**src/sv/assert_macros.svh**
```systemverilog
// Assertion macros shared by the bank crossbar arbiter RTL.
`ifndef ASSERT_MACROS_SVH
`define ASSERT_MACROS_SVH

// Same-cycle implication, checked on every rising clock edge out of reset.
`define ASSERT_IMP(label, clk, rst_n, ante, cons) \
  label: assert property (@(posedge clk) disable iff (!(rst_n)) (ante) |-> (cons)) \
    else $error("assertion failed");

// Next-cycle implication, checked on every rising clock edge out of reset.
`define ASSERT_NXT(label, clk, rst_n, ante, cons) \
  label: assert property (@(posedge clk) disable iff (!(rst_n)) (ante) |=> (cons)) \
    else $error("assertion failed");

`endif

```
**src/sv/bca_pkg.sv**
```systemverilog
// Shared helpers for the bank crossbar arbiter.
`default_nettype none

package bca_pkg;

  function automatic int unsigned idx_width(input int unsigned n);
    return (n > 1) ? $clog2(n) : 1;
  endfunction

endpackage

`default_nettype wire

```
**src/sv/bca_arbiter.sv**
```systemverilog
// Bank and channel connection state with the fixed-priority select logic.
`default_nettype none

`include "assert_macros.svh"

module bca_arbiter
  import bca_pkg::*;
#(
  parameter int unsigned CHANNELS = 4,
  parameter int unsigned BANKS    = 4,
  localparam int unsigned BW = idx_width(BANKS),
  localparam int unsigned CW = idx_width(CHANNELS)
) (
  input  wire logic                   clk_i,
  input  wire logic                   rst_ni,
  input  wire logic                   advance_i,
  input  wire logic [CHANNELS-1:0]    read_requests_i,
  input  wire logic [CHANNELS-1:0]    write_requests_i,
  input  wire logic [CHANNELS*BW-1:0] bank_selects_i,
  input  wire logic [BANKS-1:0]       bank_acks_i,
  output logic      [BANKS-1:0]       bank_driven_o,
  output logic      [BANKS*CW-1:0]    bank_sources_o,
  output logic      [BANKS-1:0]       bank_reads_o,
  output logic      [BANKS-1:0]       bank_writes_o,
  output logic      [CHANNELS-1:0]    channel_linked_o,
  output logic      [CHANNELS*BW-1:0] channel_banks_o,
  output logic      [CHANNELS-1:0]    channel_acks_o
);

  logic [BANKS-1:0]    held_q, held_d;
  logic [CW-1:0]       owner_q [BANKS];
  logic [CW-1:0]       owner_d [BANKS];
  logic [CHANNELS-1:0] linked_q, linked_d;
  logic [BW-1:0]       cbank_q [CHANNELS];
  logic [BW-1:0]       cbank_d [CHANNELS];

  logic [CHANNELS-1:0] req;
  logic [BANKS-1:0]    found;
  logic [BANKS-1:0]    keep;
  logic [BANKS-1:0]    grab;
  logic [CW-1:0]       pick [BANKS];
  logic [CW-1:0]       src  [BANKS];

  assign req = read_requests_i | write_requests_i;

  always_comb begin
    for (int b = 0; b < BANKS; b++) begin
      found[b] = 1'b0;
      pick[b]  = '0;
      for (int c = CHANNELS - 1; c >= 0; c--) begin
        if (req[c] && (bank_selects_i[c*BW +: BW] == BW'(b))) begin
          found[b] = 1'b1;
          pick[b]  = CW'(c);
        end
      end
      keep[b]  = held_q[b] & ~bank_acks_i[b];
      grab[b]  = ~keep[b] & found[b];
      src[b]   = keep[b] ? owner_q[b] : pick[b];
      bank_driven_o[b]          = keep[b] | found[b];
      bank_sources_o[b*CW +: CW] = bank_driven_o[b] ? src[b] : '0;
      bank_reads_o[b]           = bank_driven_o[b] & read_requests_i[src[b]];
      bank_writes_o[b]          = bank_driven_o[b] & write_requests_i[src[b]];
      held_d[b]  = keep[b] | found[b];
      owner_d[b] = grab[b] ? pick[b] : owner_q[b];
    end
  end

  always_comb begin
    for (int c = 0; c < CHANNELS; c++) begin
      channel_linked_o[c]        = linked_q[c];
      channel_banks_o[c*BW +: BW] = linked_q[c] ? cbank_q[c] : '0;
      channel_acks_o[c]          = linked_q[c] & bank_acks_i[cbank_q[c]];
      linked_d[c] = linked_q[c];
      cbank_d[c]  = cbank_q[c];
      for (int b = 0; b < BANKS; b++) begin
        if (grab[b]) begin
          if (pick[b] == CW'(c)) begin
            linked_d[c] = 1'b1;
            cbank_d[c]  = BW'(b);
          end else if (cbank_q[c] == BW'(b)) begin
            linked_d[c] = 1'b0;
          end
        end
      end
    end
  end

  always_ff @(posedge clk_i or negedge rst_ni) begin
    if (!rst_ni) begin
      held_q   <= '0;
      linked_q <= '0;
      for (int b = 0; b < BANKS; b++) begin
        owner_q[b] <= '0;
      end
      for (int c = 0; c < CHANNELS; c++) begin
        cbank_q[c] <= '0;
      end
    end else if (advance_i) begin
      held_q   <= held_d;
      linked_q <= linked_d;
      owner_q  <= owner_d;
      cbank_q  <= cbank_d;
    end
  end

  `ASSERT_NXT(held_follows_drive, clk_i, rst_ni, advance_i, held_q == $past(bank_driven_o))
  `ASSERT_NXT(state_frozen_on_stall, clk_i, rst_ni, !advance_i,
              $stable(held_q) && $stable(linked_q))
  `ASSERT_IMP(linked_ack_needs_link, clk_i, rst_ni, 1'b1,
              (channel_acks_o & ~linked_q) == '0)

endmodule

`default_nettype wire

```
**src/sv/bank_crossbar_arbiter_unit.sv**
```systemverilog
// Top level of the bank crossbar arbiter: request register, arbiter and result register.
//
//   Channel   Dir  Payload (tdata, lowest bits first)
//   s_axis    in   read_requests, write_requests, bank_selects, bank_acks
//   m_axis    out  bank_driven, bank_sources, bank_reads, bank_writes,
//                  channel_linked, channel_banks, channel_acks
//
// A result is registered when its request moves from the request register into the
// result register, which a stall on the result side can hold off. One request is
// accepted per cycle while the result side keeps up.
// The connection state updates when a request moves from the request register into
// the result register, so results follow the order of accepted requests.
// Reset clears both valid flags and all connection state.
// A stalled result register holds its result, backing up into the request register.
`default_nettype none

`include "assert_macros.svh"

module bank_crossbar_arbiter_unit
  import bca_pkg::*;
#(
  parameter int unsigned CHANNELS = 4,
  parameter int unsigned BANKS    = 4,
  localparam int unsigned BW     = idx_width(BANKS),
  localparam int unsigned CW     = idx_width(CHANNELS),
  localparam int unsigned IN_W   = 2 * CHANNELS + CHANNELS * BW + BANKS,
  localparam int unsigned OUT_W  = 3 * BANKS + BANKS * CW + 2 * CHANNELS + CHANNELS * BW,
  localparam int unsigned IN_TW  = ((IN_W + 7) / 8) * 8,
  localparam int unsigned OUT_TW = ((OUT_W + 7) / 8) * 8
) (
  input  wire logic              clk_i,
  input  wire logic              rst_ni,
  input  wire logic              s_axis_tvalid_i,
  output logic                   s_axis_tready_o,
  // read_requests, write_requests, bank_selects, bank_acks
  input  wire logic [IN_TW-1:0]  s_axis_tdata_i,
  output logic                   m_axis_tvalid_o,
  input  wire logic              m_axis_tready_i,
  // bank_driven, bank_sources, bank_reads, bank_writes,
  // channel_linked, channel_banks, channel_acks
  output logic      [OUT_TW-1:0] m_axis_tdata_o
);

  logic             in_valid_q, in_valid_d;
  logic [IN_W-1:0]  in_q;
  logic             out_valid_q, out_valid_d;
  logic [OUT_W-1:0] out_q;
  logic             advance;
  logic             s_accept;
  logic [OUT_W-1:0] result;

  logic [BANKS-1:0]       bank_driven;
  logic [BANKS*CW-1:0]    bank_sources;
  logic [BANKS-1:0]       bank_reads;
  logic [BANKS-1:0]       bank_writes;
  logic [CHANNELS-1:0]    channel_linked;
  logic [CHANNELS*BW-1:0] channel_banks;
  logic [CHANNELS-1:0]    channel_acks;

  assign advance         = in_valid_q & (~out_valid_q | m_axis_tready_i);
  assign s_axis_tready_o = ~in_valid_q | advance;
  assign s_accept        = s_axis_tvalid_i & s_axis_tready_o;
  assign in_valid_d      = s_accept | (in_valid_q & ~advance);
  assign out_valid_d     = advance | (out_valid_q & ~m_axis_tready_i);

  bca_arbiter #(
    .CHANNELS(CHANNELS),
    .BANKS   (BANKS)
  ) u_arbiter (
    .clk_i            (clk_i),
    .rst_ni           (rst_ni),
    .advance_i        (advance),
    .read_requests_i  (in_q[CHANNELS-1:0]),
    .write_requests_i (in_q[CHANNELS +: CHANNELS]),
    .bank_selects_i   (in_q[2*CHANNELS +: CHANNELS*BW]),
    .bank_acks_i      (in_q[2*CHANNELS + CHANNELS*BW +: BANKS]),
    .bank_driven_o    (bank_driven),
    .bank_sources_o   (bank_sources),
    .bank_reads_o     (bank_reads),
    .bank_writes_o    (bank_writes),
    .channel_linked_o (channel_linked),
    .channel_banks_o  (channel_banks),
    .channel_acks_o   (channel_acks)
  );

  assign result = {channel_acks, channel_banks, channel_linked,
                   bank_writes, bank_reads, bank_sources, bank_driven};

  always_ff @(posedge clk_i or negedge rst_ni) begin
    if (!rst_ni) begin
      in_valid_q  <= 1'b0;
      out_valid_q <= 1'b0;
    end else begin
      in_valid_q  <= in_valid_d;
      out_valid_q <= out_valid_d;
    end
  end

  always_ff @(posedge clk_i) begin
    if (s_accept) begin
      in_q <= s_axis_tdata_i[IN_W-1:0];
    end
    if (advance) begin
      out_q <= result;
    end
  end

  assign m_axis_tvalid_o = out_valid_q;
  assign m_axis_tdata_o  = OUT_TW'(out_q);

  `ASSERT_IMP(result_from_request, clk_i, rst_ni, $rose(out_valid_q), $past(in_valid_q))
  `ASSERT_NXT(stalled_request_kept, clk_i, rst_ni, in_valid_q && !advance, in_valid_q)
  `ASSERT_IMP(ready_when_empty, clk_i, rst_ni, !in_valid_q, s_axis_tready_o)

endmodule

`default_nettype wire
```
**config.mk**
```make
export PLATFORM = sky130hd
export DESIGN_NAME = bank_crossbar_arbiter_unit
export DESIGN_NICKNAME = d
export VERILOG_FILES = /design/src/sv/bca_pkg.sv /design/src/sv/bca_arbiter.sv /design/src/sv/bank_crossbar_arbiter_unit.sv
export VERILOG_INCLUDE_DIRS = /design/src /design/src/sv
export SDC_FILE = /design/constraint.sdc
export NUM_CORES = 1
export LEC_CHECK = 0
export ABC_AREA = 1
export ABC_CLOCK_PERIOD_IN_PS = 7450
export BUFFER_PORTS_ARGS = -buffer_cell sky130_fd_sc_hd__buf_2
export CORE_MARGIN = 2
export CORE_UTILIZATION = 55
export DETAILED_ROUTE_END_ITERATION = 10
export GPL_TIMING_DRIVEN = 1
export PLACE_DENSITY = 0.78
export SETUP_SLACK_MARGIN = 0.05
export SYNTH_ARGS = -nofsm -noshare
export SYNTH_HDL_FRONTEND = slang
export SYNTH_HIERARCHICAL = 1
export SYNTH_SLANG_ARGS = --single-unit
```
**constraint.sdc**
```tcl
create_clock -name clk_i -period 7.45 [get_ports clk_i]
set_input_delay 0.3725 -clock clk_i [delete_from_list [all_inputs] [get_ports clk_i]]
set_output_delay 0.3725 -clock clk_i [all_outputs]
set_load 0.05 [all_outputs]
```
### Word-level counts from Yosys, hierarchy flattened

Cells that the tools add are included.

| cells by class | value |
|---|---|
| $lt $le $gt $ge | 8 |
| equality and inequality tests | 36 |
| multiplexer cells | 140 |
| bitwise operators | 45 |
| reduce and logical (&&, ||, !) cells | 32 |

Operators with widths:

| cell | number |
|---|---|
| $mux 2 | 52 |
| $mux 1 | 76 |
| $eq 2x2->1 const B | 24 |
| $and 1x1->1 | 24 |
| $bmux 1 s2 | 12 |
| $eq 2x1->1 const B | 12 |
| $logic_not 2->1 | 12 |
| $lt 2x3->1 const B | 8 |
| $logic_and 1x1->1 | 16 |
| $not 1->1 | 12 |
| $or 1x1->1 | 8 |
| $reduce_and 2->1 | 4 |
| $or 4x4->4 | 1 |

| storage, ports and cells | value |
|---|---|
| register bits | 82 |

### Longest topological paths before layout

| depth | value |
|---|---|
| depth in word-level cells | 18 |
| gate-level depth with buffers | 15 |

### Hierarchy

The synthesis kept the hierarchy.

Modules (own cells, without submodules):

| module | instances | cells each | area each (µm²) |
|---|---|---|---|
| bca_arbiter | 1 | 388 | 2,333.5 |
| bank_crossbar_arbiter_unit | 1 | 73 | 1,810.5 |

### Worst setup path before layout

Ideal clock, no wire load.

| timing path | value |
|---|---|
| kind | reg-to-reg |
| from | reg out_valid_q, in the netlist m_axis_tvalid_o |
| to | reg u_arbiter/cbank_q[5] (netlist bit) |
| setup time | 120 ps |
| arrival time | 4,048 ps |
| path slack | 3,282 ps |
| stages on the path, launching flop included | 7 |
| period minus slack after synthesis | 4,168 ps |
| path through | dfrtp_1 a21oi_1 clkinv_1 a31oi_1 nand3_1 o21ai_0 inv_1 |

| on the way | value |
|---|---|
| longest elaborated chain between the ends | 3 |

RTL lines:

| element | line | RTL |
|---|---|---|
| start, declared | bank_crossbar_arbiter_unit.sv:46 | `logic out_valid_q, out_valid_d;` |
| start signal, assigned | bank_crossbar_arbiter_unit.sv:95 | `out_valid_q <= out_valid_d;` |
| $not 1->1 | bank_crossbar_arbiter_unit.sv:60 | `assign advance = in_valid_q & (~out_valid_q \| m_axis_tready_i);` |
| $or 1x1->1 | bank_crossbar_arbiter_unit.sv:60 |  |
| $and 1x1->1 | bank_crossbar_arbiter_unit.sv:60 |  |
| via advance | bank_crossbar_arbiter_unit.sv:48 | `logic advance;` |
| end signal, assigned | bca_arbiter.sv:102 | `cbank_q <= cbank_d;` |
| end, declared | bca_arbiter.sv:34 | `logic [BW-1:0] cbank_q [CHANNELS];` |

The timed path passes the listed nets, and every way through them passes these cells.
A chain may end at the register's enable or synchronous reset.

### Worst setup path after layout

Same ends and word-level chain as after synthesis.

==> impl_metrics.ini <==
[run_status]
status = complete, no violations

[timing]
hold_viol_final = 0
tns_ps = 0
hold_ws_ps = 24.39
worst-slew-pin-transition_ps = 805.8
clock_skew_ps = 9.173
min_period_ps = 2893
setup_viol = 0
fmax_ghz = 0.3457
slew_headroom_pct = 46.22
slew_violations = 0
rsz0062_at_grt = no
post-route-period-util_pct = 38.83

[floorplanning]
pin_count = 70
rows = 31
dieArea_um2 = 8245
fp.dieW_um = 90.80
initial_utilization_pct = 56.83
die_h_um = 90.80
design.core.area_um2 = 7292

[power_and_ir_drop]
power_leakage_nw = 2.220
p_per_area_nw_per_um2 = 313.1
seq_power_share_pct = 44.9
total_power_w = 0.001489
ir_worst_vdd_uv = 170.2
p_sw_w = 0.0005752
switching_share_pct = 38.64
clkPwrFrac_pct = 22.8
internal-power_w = 0.0009134
p_comb_share_pct = 32.3

[drt]
first_pass_iters = 7
drc_errors = 0
viasPerCell = 5.452
drtIter0Drc = 340
wirelength_um = 9218
wl_per_cell_um = 14.63
ant_nets = 0
dr_total_vias = 3435

[grt]
grtUsageMet1_pct = 29.56
grt_pass1_vias = 3292
grt_overflow = 0
grt_pass1_wl_um = 15360
grt_antenna_before_repair = 0
grt.total_usage_pct = 23.59
grt_max_degree = 52
grtUsageMet2_pct = 40.67
use_met3_pct = 4.925
grt.busiest_layer = met2

[logic_synthesis]
async_flop_share_pct = 31.71
ys_top_cells_by_area = edfxtp_1, dfrtp_1, nand2_1
syn_inst = 461
ys.flop_type = edfxtp_1
yosys.area.top_type = edfxtp_1
synth_area_um2 = 4144
yosys_warnings = 6
synth_seq_cells = 82
netlist.area_leader.share_pct = 40.58
synthMostInstantiatedCell = nand2_1
yosysUniqueCellTypes = 35
syn_avg_cell_area_um2 = 8.989
synth-seq-area-share_pct = 56.28
synth_common_cells = nand2_1, inv_1, edfxtp_1
synth_edf_count = 56

[worst_setup_path]
crit_path_max_fanout = 51
r2r_end = u_arbiter/cbank_q[5]$_DFFE_PN0P_
worst_setup_path_start_kind = flip-flop
crit_chain = a21oi_4, buf_4, clkinv_1, a31oi_1, nand3_1, o21ai_0, inv_1
cp-end-kind = flip-flop
rrSetupSlack_ps = 4560
crit_required_ps = 7690
slowest_stage = clkinv_1
r2r_start = m_axis_tvalid_o$_DFF_PN0_
critical-path-max-stage-delay_ps = 790
cp_num_buf_inv = 3
path_class = reg -> reg
cpLargestDelayFamily = buffers and inverters
r2r_cells = 7
cp.arrival_ps = 3140

[clock_network]
cts_tree = yes
clkTransAtPathRegs_ps = 80
postCtsSetupRepairBufs = 0
ctsResizeCount = 0
cts_max_level = 3
cts_root_buffer = clkbuf_8
max-clock-path-buffers = 2
clock_sinks = 82
clk_latency_ps = 350
ctsHoldBuffers = 0
cts_buffers = 9

[finish]
fin_area_um2 = 4755
final_nets = 554
fill_cells = 612
drive_gt1_share_pct = 22.41
postLayoutCoreUtil_pct = 65.20
antenna_cells = 0
syn_to_final_growth_pct = 14.73

[placement]
gp_congestion = 0.9414
hpwl_um = 6471
place_area_um2 = 4547
port_buffers = 61

[flow_run]
drv_cap = 0

[worst_hold_path]
hp-class = in -> async
## stage by stage
| step | setup WS [ps] | std cells |
|---|---|---|
| 6_report | 4557 | 630 |
| 4_1_cts | 4595 | 630 |
| 2_1_floorplan | 3282 | 464 |
| 3_3_place_gp | 4665 | 614 |
| 5_1_grt | 4342 | 630 |
| 3_5_place_dp | 4593 | 614 |
## cells by family (layout without fill, tap and decap cells)
group,count (synthesis),after routing,synth area share [%]
compound gates,83,83,12.77
buf+inv,88,155,8.394
flops,82,82,56.28
other cells,1,4,0.09049
simple gates,207,207,22.46
## sequential cells by signal, indices dropped and copies added, names as in the netlist
register	count
in_q	20
in_valid_q	1
m_axis_tvalid_o	1
out_q	36
u_arbiter/cbank_q	8
u_arbiter/channel_linked_o	4
u_arbiter/held_q	4
u_arbiter/owner_q	8
## final cells by class
| type | instances | area [µm²] | area share [%] |
|---|---|---|---|
| Clock buffer | 9 | 123.9 | 2.605 |
| Clock inverter | 7 | 83.83 | 1.763 |
| Inverter | 77 | 291.5 | 6.132 |
| Multi-Input combinational cell | 294 | 1486 | 31.26 |
| Sequential cell | 82 | 2332 | 49.05 |
| Tap cell | 99 | 123.9 | 2.605 |
| Timing Repair Buffer | 62 | 312.8 | 6.579 |
## power by group through the flow
stage,registers (W),clock network (W),logic [W]
6_report,0.000668,0.000339,0.000481
5_1_grt,0.000680,0.000364,0.000532
4_1_cts,0.000666,0.000344,0.000477
3_5_place_dp,0.000675,0,0.000473
3_3_place_gp,0.000671,0,0.000457
2_1_floorplan,0.000780,0,0.000261
## placed cells by master (no fill, tap or decap), types with 4 or more instances in the layout
| cell type | n |
|---|---|
| a21oi_1 | 22 |
| a22oi_1 | 7 |
| a31oi_1 | 6 |
| buf_2 | 61 |
| clkbuf_8 | 9 |
| clkinv_1 | 4 |
| conb_1 | 4 |
| dfrtp_1 | 26 |
| edfxtp_1 | 56 |
| inv_1 | 64 |
| inv_2 | 11 |
| nand2_1 | 99 |
| nand2_2 | 11 |
| nand3_1 | 36 |
| nor2_1 | 43 |
| o21ai_0 | 26 |
| o21ai_1 | 4 |
| o31ai_1 | 5 |
## worst register-to-register path, cell delays in order (launching register included)
cell	delay, ps
dfrtp_1	440
a21oi_4	150
buf_4	520
clkinv_1	800
a31oi_1	600
nand3_1	120
o21ai_0	100
inv_1	50
## metal layers
| layer | wire length [µm] | up-vias |
|---|---|---|
| li1 | - | 1654 |
| met1 | 3746 | 1584 |
| met2 | 4558 | 175 |
| met3 | 719 | 22 |
| met4 | 193 | 0 |
| met5 | 0 | - |
## worst max-delay path by stage
| stage | startpoint | endpoint | cells past startpoint |
|---|---|---|---|
| after global placement | m_axis_tready_i | u_arbiter/cbank_q[5]$_DFFE_PN0P_ | 9 |
| after floorplan | m_axis_tvalid_o$_DFF_PN0_ | u_arbiter/cbank_q[5]$_DFFE_PN0P_ | 6 |
| after global routing | m_axis_tvalid_o$_DFF_PN0_ | u_arbiter/cbank_q[5]$_DFFE_PN0P_ | 7 |
| final | m_axis_tvalid_o$_DFF_PN0_ | u_arbiter/cbank_q[5]$_DFFE_PN0P_ | 7 |
| after detailed placement | m_axis_tready_i | u_arbiter/cbank_q[5]$_DFFE_PN0P_ | 9 |
| after CTS | m_axis_tvalid_o$_DFF_PN0_ | u_arbiter/cbank_q[5]$_DFFE_PN0P_ | 7 |
Note: power is estimated with default switching activity, not from simulation.
